$ cat config.mk
export PLATFORM = sky130hd
export DESIGN_NAME = servo_pwm_ramp_generator
export DESIGN_NICKNAME = d
export VERILOG_FILES = /design/src/rtl/spr_pkg.sv /design/src/rtl/spr_div.sv /design/src/rtl/spr_datapath.sv /design/src/rtl/spr_ctrl.sv /design/src/rtl/servo_pwm_ramp_generator.sv
export VERILOG_INCLUDE_DIRS = /design/src /design/src/rtl
export SDC_FILE = /design/constraint.sdc
export NUM_CORES = 1
export LEC_CHECK = 0
export ABC_AREA = 1
export BUFFER_PORTS_ARGS = -buffer_cell sky130_fd_sc_hd__clkbuf_2
export CORE_ASPECT_RATIO = 2
export CORE_MARGIN = 8
export CORE_UTILIZATION = 50
export CTS_CLUSTER_DIAMETER = 200
export CTS_CLUSTER_SIZE = 16
export DETAILED_ROUTE_END_ITERATION = 12
export PLACE_DENSITY_LB_ADDON = 0.2
export SLEW_MARGIN = 0
export SYNTH_ARGS = -nofsm -noshare
export SYNTH_HDL_FRONTEND = slang
export SYNTH_HIERARCHICAL = 1
export SYNTH_SLANG_ARGS = --single-unit
$ cat constraint.sdc
create_clock -name clk -period 16.4 [get_ports clk]
set_input_delay 1.64 -clock clk [delete_from_list [all_inputs] [get_ports clk]]
set_output_delay 1.64 -clock clk [all_outputs]
set_load 0.02 [all_outputs]
$ cat src/rtl/servo_pwm_ramp_generator_assert.svh
// assertion macros shared by the servo ramp modules
`ifndef SERVO_PWM_RAMP_GENERATOR_ASSERT_SVH
`define SERVO_PWM_RAMP_GENERATOR_ASSERT_SVH
`ifndef SYNTH
`define SPR_ASSERT_IMP(label, ante, cons, msg) \
  label: assert property (@(posedge clk) disable iff (!rst_n) (ante) |-> (cons)) \
    else $error(msg);
`define SPR_ASSERT_NXT(label, ante, cons, msg) \
  label: assert property (@(posedge clk) disable iff (!rst_n) (ante) |=> (cons)) \
    else $error(msg);
`else
`define SPR_ASSERT_IMP(label, ante, cons, msg)
`define SPR_ASSERT_NXT(label, ante, cons, msg)
`endif
`endif

$ cat src/rtl/spr_pkg.sv
package spr_pkg;

  localparam int DUTY_BITS_DEF = 15;

  localparam int ANGLE_W   = 13;
  localparam int DUTY_W    = 15;
  localparam int CFG_W     = 15;
  localparam int CFG_IDX_W = 3;
  localparam int SPAN_W    = 9;
  localparam int STEPS_W   = 8;
  localparam int TICK_W    = 10;
  localparam int MAG_W     = 14;
  localparam int NUM_W     = DUTY_W + MAG_W;
  localparam int DIV_W     = NUM_W + 1;
  localparam int DIVR_W    = SPAN_W + 5;
  localparam int DELTA_W   = 16;
  localparam int WIDE_W    = ANGLE_W + 2;

  localparam logic [SPAN_W-1:0]  ROT_SPAN_RST   = 9'd180;
  localparam logic [DUTY_W-1:0]  DUTY_SPAN_RST  = 15'd3277;
  localparam logic [STEPS_W-1:0] RAMP_STEPS_RST = 8'd75;
  localparam logic [TICK_W-1:0]  REST_TICKS_RST = 10'd50;
  localparam logic [DUTY_W-1:0]  START_DUTY_RST = 15'd819;

  // 180 degrees in 1/16 degree, and the half degree dead band
  localparam logic signed [WIDE_W-1:0] ANGLE_FULL = 15'sd2880;
  localparam logic [MAG_W-1:0]         MIN_MOVE   = 14'd8;
  localparam logic [DUTY_W-1:0]        MAG_MAX    = 15'd32767;

  typedef enum logic [CFG_IDX_W-1:0] {
    REG_ROT_SPAN   = 3'd0,
    REG_DUTY_SPAN  = 3'd1,
    REG_RAMP_STEPS = 3'd2,
    REG_REST_TICKS = 3'd3,
    REG_MIRROR     = 3'd4,
    REG_START_DUTY = 3'd5
  } cfg_reg_t;

  typedef struct packed {
    logic capture;
    logic eval;
    logic mul;
    logic div_start;
    logic div_sel;
    logic commit;
  } ctrl_cmd_t;

  typedef struct packed {
    logic go_div;
    logic div_done;
  } dp_stat_t;

endpackage

$ cat src/rtl/spr_div.sv
module spr_div (
  input  logic                      clk,
  input  logic                      rst_n,
  input  logic                      start,
  input  logic [spr_pkg::DIV_W-1:0]  dividend,
  input  logic [spr_pkg::DIVR_W-1:0] divisor,
  output logic [spr_pkg::DIV_W-1:0]  quotient,
  output logic                      done
);
  import spr_pkg::*;

  localparam int CNT_W = $clog2(DIV_W);

  logic [DIVR_W:0]   rem_r, rem_nxt;
  logic [DIV_W-1:0]  quo_r, quo_nxt;
  logic [DIVR_W-1:0] dvs_r;
  logic [CNT_W-1:0]  cnt_r, cnt_nxt;
  logic              busy_r, busy_nxt;
  logic              done_r, done_nxt;
  logic [DIVR_W:0]   rem_sh;
  logic [DIVR_W+1:0] trial;

  // restoring division, one quotient bit per cycle
  assign rem_sh = {rem_r[DIVR_W-1:0], quo_r[DIV_W-1]};
  assign trial  = {1'b0, rem_sh} - {2'b00, dvs_r};

  always_comb begin
    rem_nxt  = rem_r;
    quo_nxt  = quo_r;
    cnt_nxt  = cnt_r;
    busy_nxt = busy_r;
    done_nxt = 1'b0;
    if (start) begin
      rem_nxt  = '0;
      quo_nxt  = dividend;
      cnt_nxt  = '0;
      busy_nxt = 1'b1;
    end else if (busy_r) begin
      if (!trial[DIVR_W+1]) begin
        rem_nxt = trial[DIVR_W:0];
        quo_nxt = {quo_r[DIV_W-2:0], 1'b1};
      end else begin
        rem_nxt = rem_sh;
        quo_nxt = {quo_r[DIV_W-2:0], 1'b0};
      end
      cnt_nxt = cnt_r + 1'b1;
      if (cnt_r == CNT_W'(DIV_W - 1)) begin
        busy_nxt = 1'b0;
        done_nxt = 1'b1;
      end
    end
  end

  always_ff @(posedge clk) begin
    if (!rst_n) begin
      cnt_r  <= '0;
      busy_r <= 1'b0;
      done_r <= 1'b0;
    end else begin
      cnt_r  <= cnt_nxt;
      busy_r <= busy_nxt;
      done_r <= done_nxt;
    end
  end

  always_ff @(posedge clk) begin
    rem_r <= rem_nxt;
    quo_r <= quo_nxt;
    if (start) begin
      dvs_r <= divisor;
    end
  end

  assign quotient = quo_r;
  assign done     = done_r;

endmodule

$ cat src/rtl/spr_datapath.sv
module spr_datapath #(
  parameter int DUTY_BITS = spr_pkg::DUTY_BITS_DEF
) (
  input  logic                             clk,
  input  logic                             rst_n,
  input  logic                             cfg_we,
  input  logic [spr_pkg::CFG_IDX_W-1:0]    cfg_index,
  input  logic [spr_pkg::CFG_W-1:0]        cfg_wdata,
  input  logic signed [spr_pkg::ANGLE_W-1:0] in_target_angle,
  input  logic                             in_run,
  input  spr_pkg::ctrl_cmd_t               cmd,
  output spr_pkg::dp_stat_t                stat,
  output logic [spr_pkg::DUTY_W-1:0]       out_duty,
  output logic                             out_duty_write,
  output logic                             out_ramping,
  output logic signed [spr_pkg::ANGLE_W-1:0] out_position
);
  import spr_pkg::*;

  `include "servo_pwm_ramp_generator_assert.svh"

  localparam int unsigned LIM_I = (DUTY_BITS >= 15) ? 32767 : ((1 << DUTY_BITS) - 1);
  localparam logic [DUTY_W-1:0] DUTY_LIM = DUTY_W'(LIM_I);

  typedef enum logic [2:0] {
    PH_IDLE = 3'b001,
    PH_RAMP = 3'b010,
    PH_REST = 3'b100
  } phase_t;

  function automatic logic [DUTY_W-1:0] lim_duty(input logic [DUTY_W-1:0] v);
    return (v > DUTY_LIM) ? DUTY_LIM : v;
  endfunction

  // configuration
  logic [SPAN_W-1:0]  rot_span_r;
  logic [DUTY_W-1:0]  duty_span_r;
  logic [STEPS_W-1:0] steps_r;
  logic [TICK_W-1:0]  rest_r;
  logic               mirror_r;

  // captured transaction and evaluation results
  logic signed [ANGLE_W-1:0] tgt_r;
  logic                      run_r;
  logic signed [ANGLE_W-1:0] t_r;
  logic                      neg_r;
  logic [MAG_W-1:0]          mag_r;
  logic                      mv_r;
  logic [NUM_W-1:0]          num_r;

  // ramp state
  phase_t                    phase_r, phase_nxt;
  logic [TICK_W-1:0]         tick_r, tick_nxt;
  logic [DUTY_W-1:0]         duty_now_r, duty_now_nxt;
  logic signed [ANGLE_W-1:0] angle_r, angle_nxt;
  logic signed [DELTA_W-1:0] delta_r, delta_nxt;
  logic                      wrote;

  logic [DUTY_W-1:0]         out_duty_r;
  logic                      out_write_r;
  logic signed [ANGLE_W-1:0] out_pos_r;

  logic [SPAN_W-1:0]         span_eff;
  logic [STEPS_W-1:0]        steps_eff;
  logic signed [WIDE_W-1:0]  tgt_x, angle_x, t_full, diff;
  logic [WIDE_W-1:0]         diff_abs;
  logic [MAG_W-1:0]          mag;
  logic                      skip;
  logic                      phase_idle;

  logic [DIV_W-1:0]          div_dividend;
  logic [DIVR_W-1:0]         div_divisor;
  logic [DIV_W-1:0]          div_quo;
  logic                      div_done;

  logic [DUTY_W-1:0]         mag_sat;
  logic signed [DELTA_W-1:0] delta_new, delta_use;
  logic signed [DUTY_W+1:0]  duty_sum;
  logic [DUTY_W-1:0]         duty_step;
  logic [TICK_W-1:0]         tick_dec;

  assign span_eff  = (rot_span_r == '0) ? SPAN_W'(1) : rot_span_r;
  assign steps_eff = (steps_r == '0) ? STEPS_W'(1) : steps_r;

  // sample evaluation
  assign tgt_x      = {{(WIDE_W-ANGLE_W){tgt_r[ANGLE_W-1]}}, tgt_r};
  assign angle_x    = {{(WIDE_W-ANGLE_W){angle_r[ANGLE_W-1]}}, angle_r};
  assign t_full     = mirror_r ? (ANGLE_FULL - tgt_x) : tgt_x;
  assign diff       = t_full - angle_x;
  assign diff_abs   = diff[WIDE_W-1] ? WIDE_W'(-diff) : diff;
  assign mag        = diff_abs[MAG_W-1:0];
  assign skip       = (mag < MIN_MOVE) || (t_full > ANGLE_FULL);
  assign phase_idle = !(phase_r == PH_RAMP || phase_r == PH_REST);

  assign stat.go_div   = run_r && phase_idle && !skip;
  assign stat.div_done = div_done;

  // first pass rounds duty_span*diff/(span*16), second divides by the step count
  assign div_dividend = cmd.div_sel ? div_quo
                                    : ({num_r, 1'b0} + DIV_W'({span_eff, 4'b0000}));
  assign div_divisor  = cmd.div_sel ? DIVR_W'(steps_eff) : {span_eff, 5'b00000};

  spr_div u_div (
    .clk      (clk),
    .rst_n    (rst_n),
    .start    (cmd.div_start),
    .dividend (div_dividend),
    .divisor  (div_divisor),
    .quotient (div_quo),
    .done     (div_done)
  );

  assign mag_sat   = (div_quo > DIV_W'(MAG_MAX)) ? MAG_MAX : div_quo[DUTY_W-1:0];
  assign delta_new = neg_r ? -$signed({1'b0, mag_sat}) : $signed({1'b0, mag_sat});
  assign delta_use = mv_r ? delta_new : delta_r;
  assign duty_sum  = $signed({2'b00, duty_now_r}) + {delta_use[DELTA_W-1], delta_use};

  always_comb begin
    if (duty_sum[DUTY_W+1]) begin
      duty_step = '0;
    end else if (duty_sum[DUTY_W:0] > {1'b0, DUTY_LIM}) begin
      duty_step = DUTY_LIM;
    end else begin
      duty_step = duty_sum[DUTY_W-1:0];
    end
  end

  assign tick_dec = (tick_r == '0) ? '0 : tick_r - 1'b1;

  always_comb begin
    phase_nxt    = phase_r;
    tick_nxt     = tick_r;
    duty_now_nxt = duty_now_r;
    angle_nxt    = angle_r;
    delta_nxt    = delta_r;
    wrote        = 1'b0;
    if (!run_r) begin
      phase_nxt = PH_IDLE;
      tick_nxt  = '0;
    end else begin
      case (phase_r)
        PH_RAMP: begin
          duty_now_nxt = duty_step;
          wrote        = 1'b1;
          if (tick_dec == '0) begin
            tick_nxt  = rest_r;
            phase_nxt = (rest_r == '0) ? PH_IDLE : PH_REST;
          end else begin
            tick_nxt = tick_dec;
          end
        end
        PH_REST: begin
          tick_nxt = tick_dec;
          if (tick_dec == '0) begin
            phase_nxt = PH_IDLE;
          end
        end
        default: begin
          if (mv_r) begin
            delta_nxt    = delta_new;
            angle_nxt    = t_r;
            duty_now_nxt = duty_step;
            wrote        = 1'b1;
            if (steps_eff == STEPS_W'(1)) begin
              tick_nxt  = rest_r;
              phase_nxt = (rest_r == '0) ? PH_IDLE : PH_REST;
            end else begin
              tick_nxt  = TICK_W'(steps_eff) - 1'b1;
              phase_nxt = PH_RAMP;
            end
          end else begin
            tick_nxt  = rest_r;
            phase_nxt = (rest_r == '0) ? PH_IDLE : PH_REST;
          end
        end
      endcase
    end
  end

  always_ff @(posedge clk) begin
    if (!rst_n) begin
      rot_span_r   <= ROT_SPAN_RST;
      duty_span_r  <= DUTY_SPAN_RST;
      steps_r      <= RAMP_STEPS_RST;
      rest_r       <= REST_TICKS_RST;
      mirror_r     <= 1'b0;
      phase_r      <= PH_IDLE;
      tick_r       <= '0;
      duty_now_r   <= lim_duty(START_DUTY_RST);
      angle_r      <= '0;
      delta_r      <= '0;
    end else begin
      if (cmd.commit) begin
        phase_r    <= phase_nxt;
        tick_r     <= tick_nxt;
        duty_now_r <= duty_now_nxt;
        angle_r    <= angle_nxt;
        delta_r    <= delta_nxt;
      end
      if (cfg_we) begin
        case (cfg_index)
          REG_ROT_SPAN:   rot_span_r  <= cfg_wdata[SPAN_W-1:0];
          REG_DUTY_SPAN:  duty_span_r <= cfg_wdata[DUTY_W-1:0];
          REG_RAMP_STEPS: steps_r     <= cfg_wdata[STEPS_W-1:0];
          REG_REST_TICKS: rest_r      <= cfg_wdata[TICK_W-1:0];
          REG_MIRROR:     mirror_r    <= cfg_wdata[0];
          REG_START_DUTY: begin
            duty_now_r <= lim_duty(cfg_wdata[DUTY_W-1:0]);
          end
          default: ;
        endcase
      end
    end
  end

  always_ff @(posedge clk) begin
    if (cmd.capture) begin
      tgt_r <= in_target_angle;
      run_r <= in_run;
    end
    if (cmd.eval) begin
      t_r   <= t_full[ANGLE_W-1:0];
      neg_r <= diff[WIDE_W-1];
      mag_r <= mag;
      mv_r  <= stat.go_div;
    end
    if (cmd.mul) begin
      num_r <= {{MAG_W{1'b0}}, duty_span_r} * {{DUTY_W{1'b0}}, mag_r};
    end
    if (cmd.commit) begin
      out_duty_r  <= duty_now_nxt;
      out_write_r <= wrote;
      out_pos_r   <= angle_nxt;
    end
  end

  assign out_duty       = out_duty_r;
  assign out_duty_write = out_write_r;
  assign out_ramping    = out_write_r;
  assign out_position   = out_pos_r;

  `SPR_ASSERT_IMP(a_duty_in_range, 1'b1, duty_now_r <= DUTY_LIM, "duty above limit")
  `SPR_ASSERT_IMP(a_tick_live, phase_r == PH_RAMP || phase_r == PH_REST, tick_r != '0,
                  "ramp or rest phase with empty tick count")
  `SPR_ASSERT_IMP(a_phase_onehot, 1'b1, $onehot(phase_r), "phase code not one-hot")

endmodule

$ cat src/rtl/spr_ctrl.sv
module spr_ctrl (
  input  logic                clk,
  input  logic                rst_n,
  input  logic                in_valid,
  output logic                in_ready,
  output logic                out_valid,
  input  logic                out_ready,
  input  spr_pkg::dp_stat_t   stat,
  output spr_pkg::ctrl_cmd_t  cmd
);
  import spr_pkg::*;

  `include "servo_pwm_ramp_generator_assert.svh"

  typedef enum logic [7:0] {
    S_IDLE  = 8'b00000001,
    S_EVAL  = 8'b00000010,
    S_MUL   = 8'b00000100,
    S_DIV1  = 8'b00001000,
    S_WAIT1 = 8'b00010000,
    S_DIV2  = 8'b00100000,
    S_WAIT2 = 8'b01000000,
    S_EMIT  = 8'b10000000
  } ctrl_state_t;

  ctrl_state_t state_r, state_nxt;
  logic        out_valid_r, out_valid_nxt;
  logic        slot_free;

  assign slot_free = !out_valid_r || out_ready;
  assign in_ready  = (state_r == S_IDLE);

  always_comb begin
    state_nxt = state_r;
    cmd       = '0;
    case (state_r)
      S_IDLE: begin
        if (in_valid) begin
          cmd.capture = 1'b1;
          state_nxt   = S_EVAL;
        end
      end
      S_EVAL: begin
        cmd.eval  = 1'b1;
        state_nxt = stat.go_div ? S_MUL : S_EMIT;
      end
      S_MUL: begin
        cmd.mul   = 1'b1;
        state_nxt = S_DIV1;
      end
      S_DIV1: begin
        cmd.div_start = 1'b1;
        state_nxt     = S_WAIT1;
      end
      S_WAIT1: begin
        if (stat.div_done) begin
          state_nxt = S_DIV2;
        end
      end
      S_DIV2: begin
        cmd.div_start = 1'b1;
        cmd.div_sel   = 1'b1;
        state_nxt     = S_WAIT2;
      end
      S_WAIT2: begin
        if (stat.div_done) begin
          state_nxt = S_EMIT;
        end
      end
      S_EMIT: begin
        if (slot_free) begin
          cmd.commit = 1'b1;
          state_nxt  = S_IDLE;
        end
      end
      default: state_nxt = S_IDLE;
    endcase
  end

  always_comb begin
    out_valid_nxt = out_valid_r;
    if (out_valid_r && out_ready) begin
      out_valid_nxt = 1'b0;
    end
    if (cmd.commit) begin
      out_valid_nxt = 1'b1;
    end
  end

  always_ff @(posedge clk) begin
    if (!rst_n) begin
      state_r     <= S_IDLE;
      out_valid_r <= 1'b0;
    end else begin
      state_r     <= state_nxt;
      out_valid_r <= out_valid_nxt;
    end
  end

  assign out_valid = out_valid_r;

  `SPR_ASSERT_IMP(a_commit_slot, cmd.commit, !out_valid_r || out_ready,
                  "result committed over a pending transaction")
  `SPR_ASSERT_NXT(a_result_follows, cmd.commit, out_valid_r && state_r == S_IDLE,
                  "commit did not present a result")
  `SPR_ASSERT_IMP(a_div_done_wait, stat.div_done, state_r == S_WAIT1 || state_r == S_WAIT2,
                  "divider finished outside a wait state")

endmodule

$ cat src/rtl/servo_pwm_ramp_generator.sv
// Servo PWM duty ramp generator. Every input transaction is one update tick and
// yields exactly one result transaction carrying the current duty, a write flag
// (also shown as ramping) and the last accepted target angle. A tick during a
// ramp, a rest, an idle sample that skips the move, or with run low is captured,
// evaluated and emitted before the next ready. A sample that starts a move also
// takes a multiply and two passes of a shared bit-serial divider (start, 30
// quotient bits, done): the rounded duty distance, then its division by the step
// count. The result sits in an output register, so the next tick is taken while
// it waits; a second result stalls until the first one is accepted. The user
// must write configuration registers via cfg_we/cfg_index/cfg_wdata only while
// no tick is in flight (unenforced); writing start_duty loads the duty at once.
module servo_pwm_ramp_generator #(
  parameter int DUTY_BITS = spr_pkg::DUTY_BITS_DEF
) (
  input  logic                               clk,
  input  logic                               rst_n,
  input  logic                               cfg_we,
  input  logic [spr_pkg::CFG_IDX_W-1:0]      cfg_index,
  input  logic [spr_pkg::CFG_W-1:0]          cfg_wdata,
  input  logic                               in_valid,
  output logic                               in_ready,
  input  logic signed [spr_pkg::ANGLE_W-1:0] in_target_angle,
  input  logic                               in_run,
  output logic                               out_valid,
  input  logic                               out_ready,
  output logic [spr_pkg::DUTY_W-1:0]         out_duty,
  output logic                               out_duty_write,
  output logic                               out_ramping,
  output logic signed [spr_pkg::ANGLE_W-1:0] out_position
);
  import spr_pkg::*;

  ctrl_cmd_t cmd;
  dp_stat_t  stat;

  spr_ctrl u_ctrl (
    .clk       (clk),
    .rst_n     (rst_n),
    .in_valid  (in_valid),
    .in_ready  (in_ready),
    .out_valid (out_valid),
    .out_ready (out_ready),
    .stat      (stat),
    .cmd       (cmd)
  );

  spr_datapath #(
    .DUTY_BITS (DUTY_BITS)
  ) u_dp (
    .clk             (clk),
    .rst_n           (rst_n),
    .cfg_we          (cfg_we),
    .cfg_index       (cfg_index),
    .cfg_wdata       (cfg_wdata),
    .in_target_angle (in_target_angle),
    .in_run          (in_run),
    .cmd             (cmd),
    .stat            (stat),
    .out_duty        (out_duty),
    .out_duty_write  (out_duty_write),
    .out_ramping     (out_ramping),
    .out_position    (out_position)
  );

endmodule
-- Yosys cells after proc, flatten, opt, wreduce, memory -nomap -nowiden
Index checks and enable logic that the tools add are counted.
- bits in latches: 0
- bits in writable memories: 0
- memory bits (read-only): 0
- output and inout port bits: 32
- memories: 0
- bits of input ports: 37
- flip-flop bits (word level): 275
- $lt $le $gt $ge: 5
- add/subtract/negate cells: 10
- equality and inequality tests: 24
- divide/modulo/power cells: 0
- multiplexer cells: 60
- reduce and logical (&&, ||, !) cells: 30
- shift operators: 0
- bitwise logic cells: 3
- multipliers: 1
- operators by type and width (cell ; count):
    2-to-1 mux 15 bit ; 10
    2-to-1 mux 30 bit ; 3
    case mux 8 bit (8 select lines) ; 1
    2-to-1 mux 8 bit ; 7
    2-to-1 mux 10 bit ; 5
    2-to-1 mux 13 bit ; 3
    2-to-1 mux 16 bit ; 2
    adder 30 x 13 -> 30 bit ; 1
    > comparator 30 x 15 -> 1 bit, second input constant ; 1
    zero test 10 bit ; 3
    case mux 15 bit (2 select lines) ; 1
    multiplier 15 x 14 -> 29 bit ; 1
    2-to-1 mux 14 bit ; 2
    case mux 10 bit (2 select lines) ; 1
    2-to-1 mux 3 bit ; 6
    adder 16 x 16 -> 17 bit ; 1
    equality test 8 x 1 -> 1 bit, second input constant ; 2
    > comparator 16 x 15 -> 1 bit, second input constant ; 1
    2-to-1 mux 1 bit ; 16
    negation 15 -> 16 bit ; 1
    subtractor 15 x 14 -> 16 bit ; 1
    > comparator 15 x 13 -> 1 bit, second input constant ; 1
    > comparator 15 bit, second input constant ; 1
    subtractor 15 x 13 -> 15 bit ; 1
    other kinds (36) ; 61

-- Longest topological paths before layout
- word-level depth: 15
- depth in mapped cells: 33
- mapped depth without buffers: 33

-- Hierarchy
Netlist, hierarchy kept.
- modules (own cells, without submodules) (module ; instances ; area each (um^2) ; cells an instance):
    spr_datapath ; 1 ; 19268.5 ; 2599
    spr_div ; 1 ; 3656.0 ; 464
    spr_ctrl ; 1 ; 613.1 ; 91

-- Worst setup path after synthesis
OpenSTA, ideal clock, no wires.
- kind: register to register
- start: register u_dp.mag_r[4]
- end: register u_dp.num_r[24] (data pin)
- data arrival time: 5430 ps
- period minus slack after synthesis: 5695 ps
- setup time: 265 ps
- path slack: 10705 ps
- cell stages (with the launch flop): 20
- path through: edfxtp_1 > clkbuf_1 > nand2_1 > fa_1 > inv_1 > fa_1 > fa_1 > inv_1 > fa_1 > fa_1 > inv_1 > fa_1 > ha_1 > nand2_1 > o21ai_0 > a21oi_1 > o21ai_0 > a21oi_1 > o21ai_0 > xor2_1
- word-level cells in the longest chain between the ends: 1
- ends and longest elaborated chain (element ; RTL line ; text):
    from (decl) ; spr_datapath.sv:47 ; logic [MAG_W-1:0] mag_r;
    from (signal assigned) ; spr_datapath.sv:224 ; mag_r <= mag;
    multiplier 15 x 14 -> 29 bit ; spr_datapath.sv:228 ; num_r <= {{MAG_W{1'b0}}, duty_span_r} * {{DUTY_W{1'b0}}, mag_r};
    to (signal assigned) ; spr_datapath.sv:228 ;
    to (decl) ; spr_datapath.sv:49 ; logic [NUM_W-1:0] num_r;
No other way between the ends.
A chain may end at the register's enable or synchronous reset.

-- Worst setup path after layout
Ends and elaborated chain as after synthesis.

==> results.yml <==
placement:
  dp_hpwl_um: 52000
  gp_routability_congestion: 0.917
  placed_area_um2: 24300
  io_buffer_count: 68
detailed_routing:
  routed_wl_um: 65500
  route.met2.wl_um: 36200
  ant_nets: 0
  route.detailed.drc: 0
  routed_via_density: 5.25
  wl_met1_um: 23200
  top_layer_used: "met5"
  initialDrtViolationCount: 1057
  vias: 19907
  dr.pass1.iters: 5
  dr_wl_met3_um: 2070
  wl_per_cell_um: 17.3
clocking:
  holdBufCountCts: 0
  cts_resized: 0
  cts_setup_buffers: 0
  h-tree-depth: 1
  clockBufferDepth: 3
  clk_pin_slew_ns: 0.08
  root_buffer: "clkbuf_16"
  numClockSinks: 275
  clock_latency_ns: 0.55
  cts_tree: "built"
  cts_buffers: 21
sta:
  setup_viol: 0
  max_freq_ghz: 0.156
  relSlewSlack: 0.232
  tightest_slew_ns: 1.15
  grt_setup_unrepaired: "false"
  hold_ws_ns: 0.468
  finalCritPeriodShare: 0.390
  finalHoldViolations: 0
  tns_ns: 0
  drv_slew: 0
  fin_worst_skew_ns: 0.0227
  min_period_ns: 6.40
power_and_ir_drop:
  p_per_area_nw_per_um2: 173
  leakagePower_uw: 0.0127
  peakVddDrop_v: 0.000214
cells_and_area:
  nets: 3496
  fin_area_um2: 24900
  fillerInstances: 4590
  multi_input_area_um2: 13900
  syn_to_final_growth_pct: 5.76
  register_area_um2: 6960
  drive_gt1_frac: 0.0560
  antenna_cells_inserted: 0
floorplanning:
  std_cell_rows: 112
  ios: 69
  die-area_um2: 54700
  die_x_um: 169
  coreArea_um2: 46500
  start_util: 0.506
  die_y_um: 323
synth:
  netlist.area_leader.share: 0.185
  ys_async_sr_fraction: 0
  synth_area_per_cell_um2: 7.46
  synth_edf_count: 145
  synthTopCellsByArea: "edfxtp_1 (18%), nand2_1 (14%), fa_1 (13%), dfxtp_1 (11%), inv_1 (9.2%)"
  syn_nets: 3503
  yosys_warnings: 6
  synth.ff_latch_count: 275
  yosysUniqueCellTypes: 57
  synth_ff_type: "edfxtp_1"
  synth-seq-area-share: 0.296
  syn_inst: 3154
  netlist.top_cell.by_area: "edfxtp_1"
  synth.most_common_cell: "nand2_1"
  ys_top_cells_by_count: "nand2_1 (878), inv_1 (574), nor2_1 (208), o21ai_0 (180), a21oi_1 (177)"
  synth_area_um2: 23500
critical_path:
  r2r-start: "u_dp/mag_r[4]"
  reg2reg_slack_ns: 10.00
  reg2reg_depth: 18
  timing.rr.end: "u_dp/num_r[24]"
  startpoint_type: "flop"
  endpoint_kind: "flop"
  cp.required_ns: 16.68
  worstPathArrival_ns: 6.68
  crit_type: "reg2reg"
  critPathMaxFanout: 15
worst_hold_path:
  worstHoldEndpoint: "u_dp/t_r[0]"
  holdPathStages: 0
  hold_class: "reg2reg"
  min_from: "u_dp/tgt_r[0]"
global_route:
  grt_pass1_wl_um: 103000
  antenna_found_initial: 2
  overflow: 0
  grt_max_degree: 67
  grt_util_all_layers: 0.238
  grt_pass1_vias: 20150
run_status:
  status: "finished clean"
run:
  maxCapViolCount: 0
[worst max path at each step]
stage | from | to | cells after the start
after floorplan | u_dp/mag_r[4] | u_dp/num_r[24] | 19
after global placement | u_dp/duty_span_r[5] | u_dp/num_r[24] | 18
after detailed placement | u_dp/duty_span_r[5] | u_dp/num_r[24] | 18
after CTS | u_dp/mag_r[4] | u_dp/num_r[24] | 18
after global routing | u_dp/mag_r[13] | u_dp/num_r[27] | 19
final | u_dp/mag_r[4] | u_dp/num_r[24] | 18
[critical path, stage by stage (launching register included)]
cell	delay (ns)
edfxtp_1	0.74
nand2_1	0.16
fa_1	0.57
inv_1	0.06
fa_1	0.50
fa_1	0.52
inv_1	0.05
fa_1	0.46
fa_1	0.54
inv_1	0.06
fa_1	0.47
ha_1	0.36
nand2_1	0.09
o21ai_0	0.42
a21oi_1	0.20
o21ai_0	0.42
a21oi_1	0.17
o21ai_0	0.22
xor2_1	0.10
[registers in the layout (all words and copies together) (netlist names), 9 cells and up]
register	count
u_dp/angle_r	13
u_dp/delta_r	16
u_dp/duty_now_r	15
u_dp/duty_span_r	15
u_dp/mag_r	14
u_dp/num_r	29
u_dp/out_duty	15
u_dp/out_position	13
u_dp/rest_r	10
u_dp/rot_span_r	9
u_dp/t_r	13
u_dp/tgt_r	13
u_dp/tick_r	10
u_dp/u_div/dvs_r	14
u_dp/u_div/quotient	30
u_dp/u_div/rem_r	14
[per-stage QoR]
step	cells	setup slack (ns)	power (uW)	util
after floorplan	3154	10.71	3100	-
after global routing	3789	9.75	4720	0.535
after CTS	3789	10.01	4330	0.535
after detailed placement	3751	10.04	3800	0.522
final	3789	10.00	4300	0.535
after global placement	3751	10.12	3730	0.522
[cell type report]
type	instances	share of cell area
Tap cell	627	0.0315
Multi-Input combinational cell	2190	0.560
Sequential cell	275	0.279
Inverter	581	0.0879
Clock inverter	2	0.00101
Timing Repair Buffer	78	0.0167
Clock buffer	36	0.0234
[logic make-up after synthesis]
group                      after synthesis  share of synthesized area
DFF                                    275                      0.296
and+or+nand+nor                       1365                      0.246
xor gates and xnor gates                95                     0.0353
AOI/OAI and AO/OA                      418                     0.0949
adders and majority gates              312                      0.216
buffers and inverters                  689                      0.113
[routing by layer]
metal / vias to the layer above / track usage
li1: 9868 / -
met1: 9443 / 0.234
met2: 424 / 0.469
met3: 168 / 0.0209
met4: 4 / 0.144
met5: - / 0
[layout by cell type (no fill, tap or decap), types with 33 or more instances in the layout]
cell type,count
nand2_1,878
o21ai_0,180
inv_1,574
fa_1,157
xor2_1,62
dfxtp_1,130
clkbuf_2,68
nor2_1,207
edfxtp_1,145
a21oi_1,177
xnor2_1,33
nand3_1,147
ha_1,155
[report_power, final]
group | total (uW) | leakage [uW] | internal [uW] | switching (uW)
Combinational | 2830 | 0.0101 | 1060 | 1770
Clock | 502 | 0.000288 | 244 | 258
Sequential | 977 | 0.00236 | 919 | 57.8
Total | 4300 | 0.0127 | 2220 | 2080
Note: power is estimated with default switching activity, not from simulation.
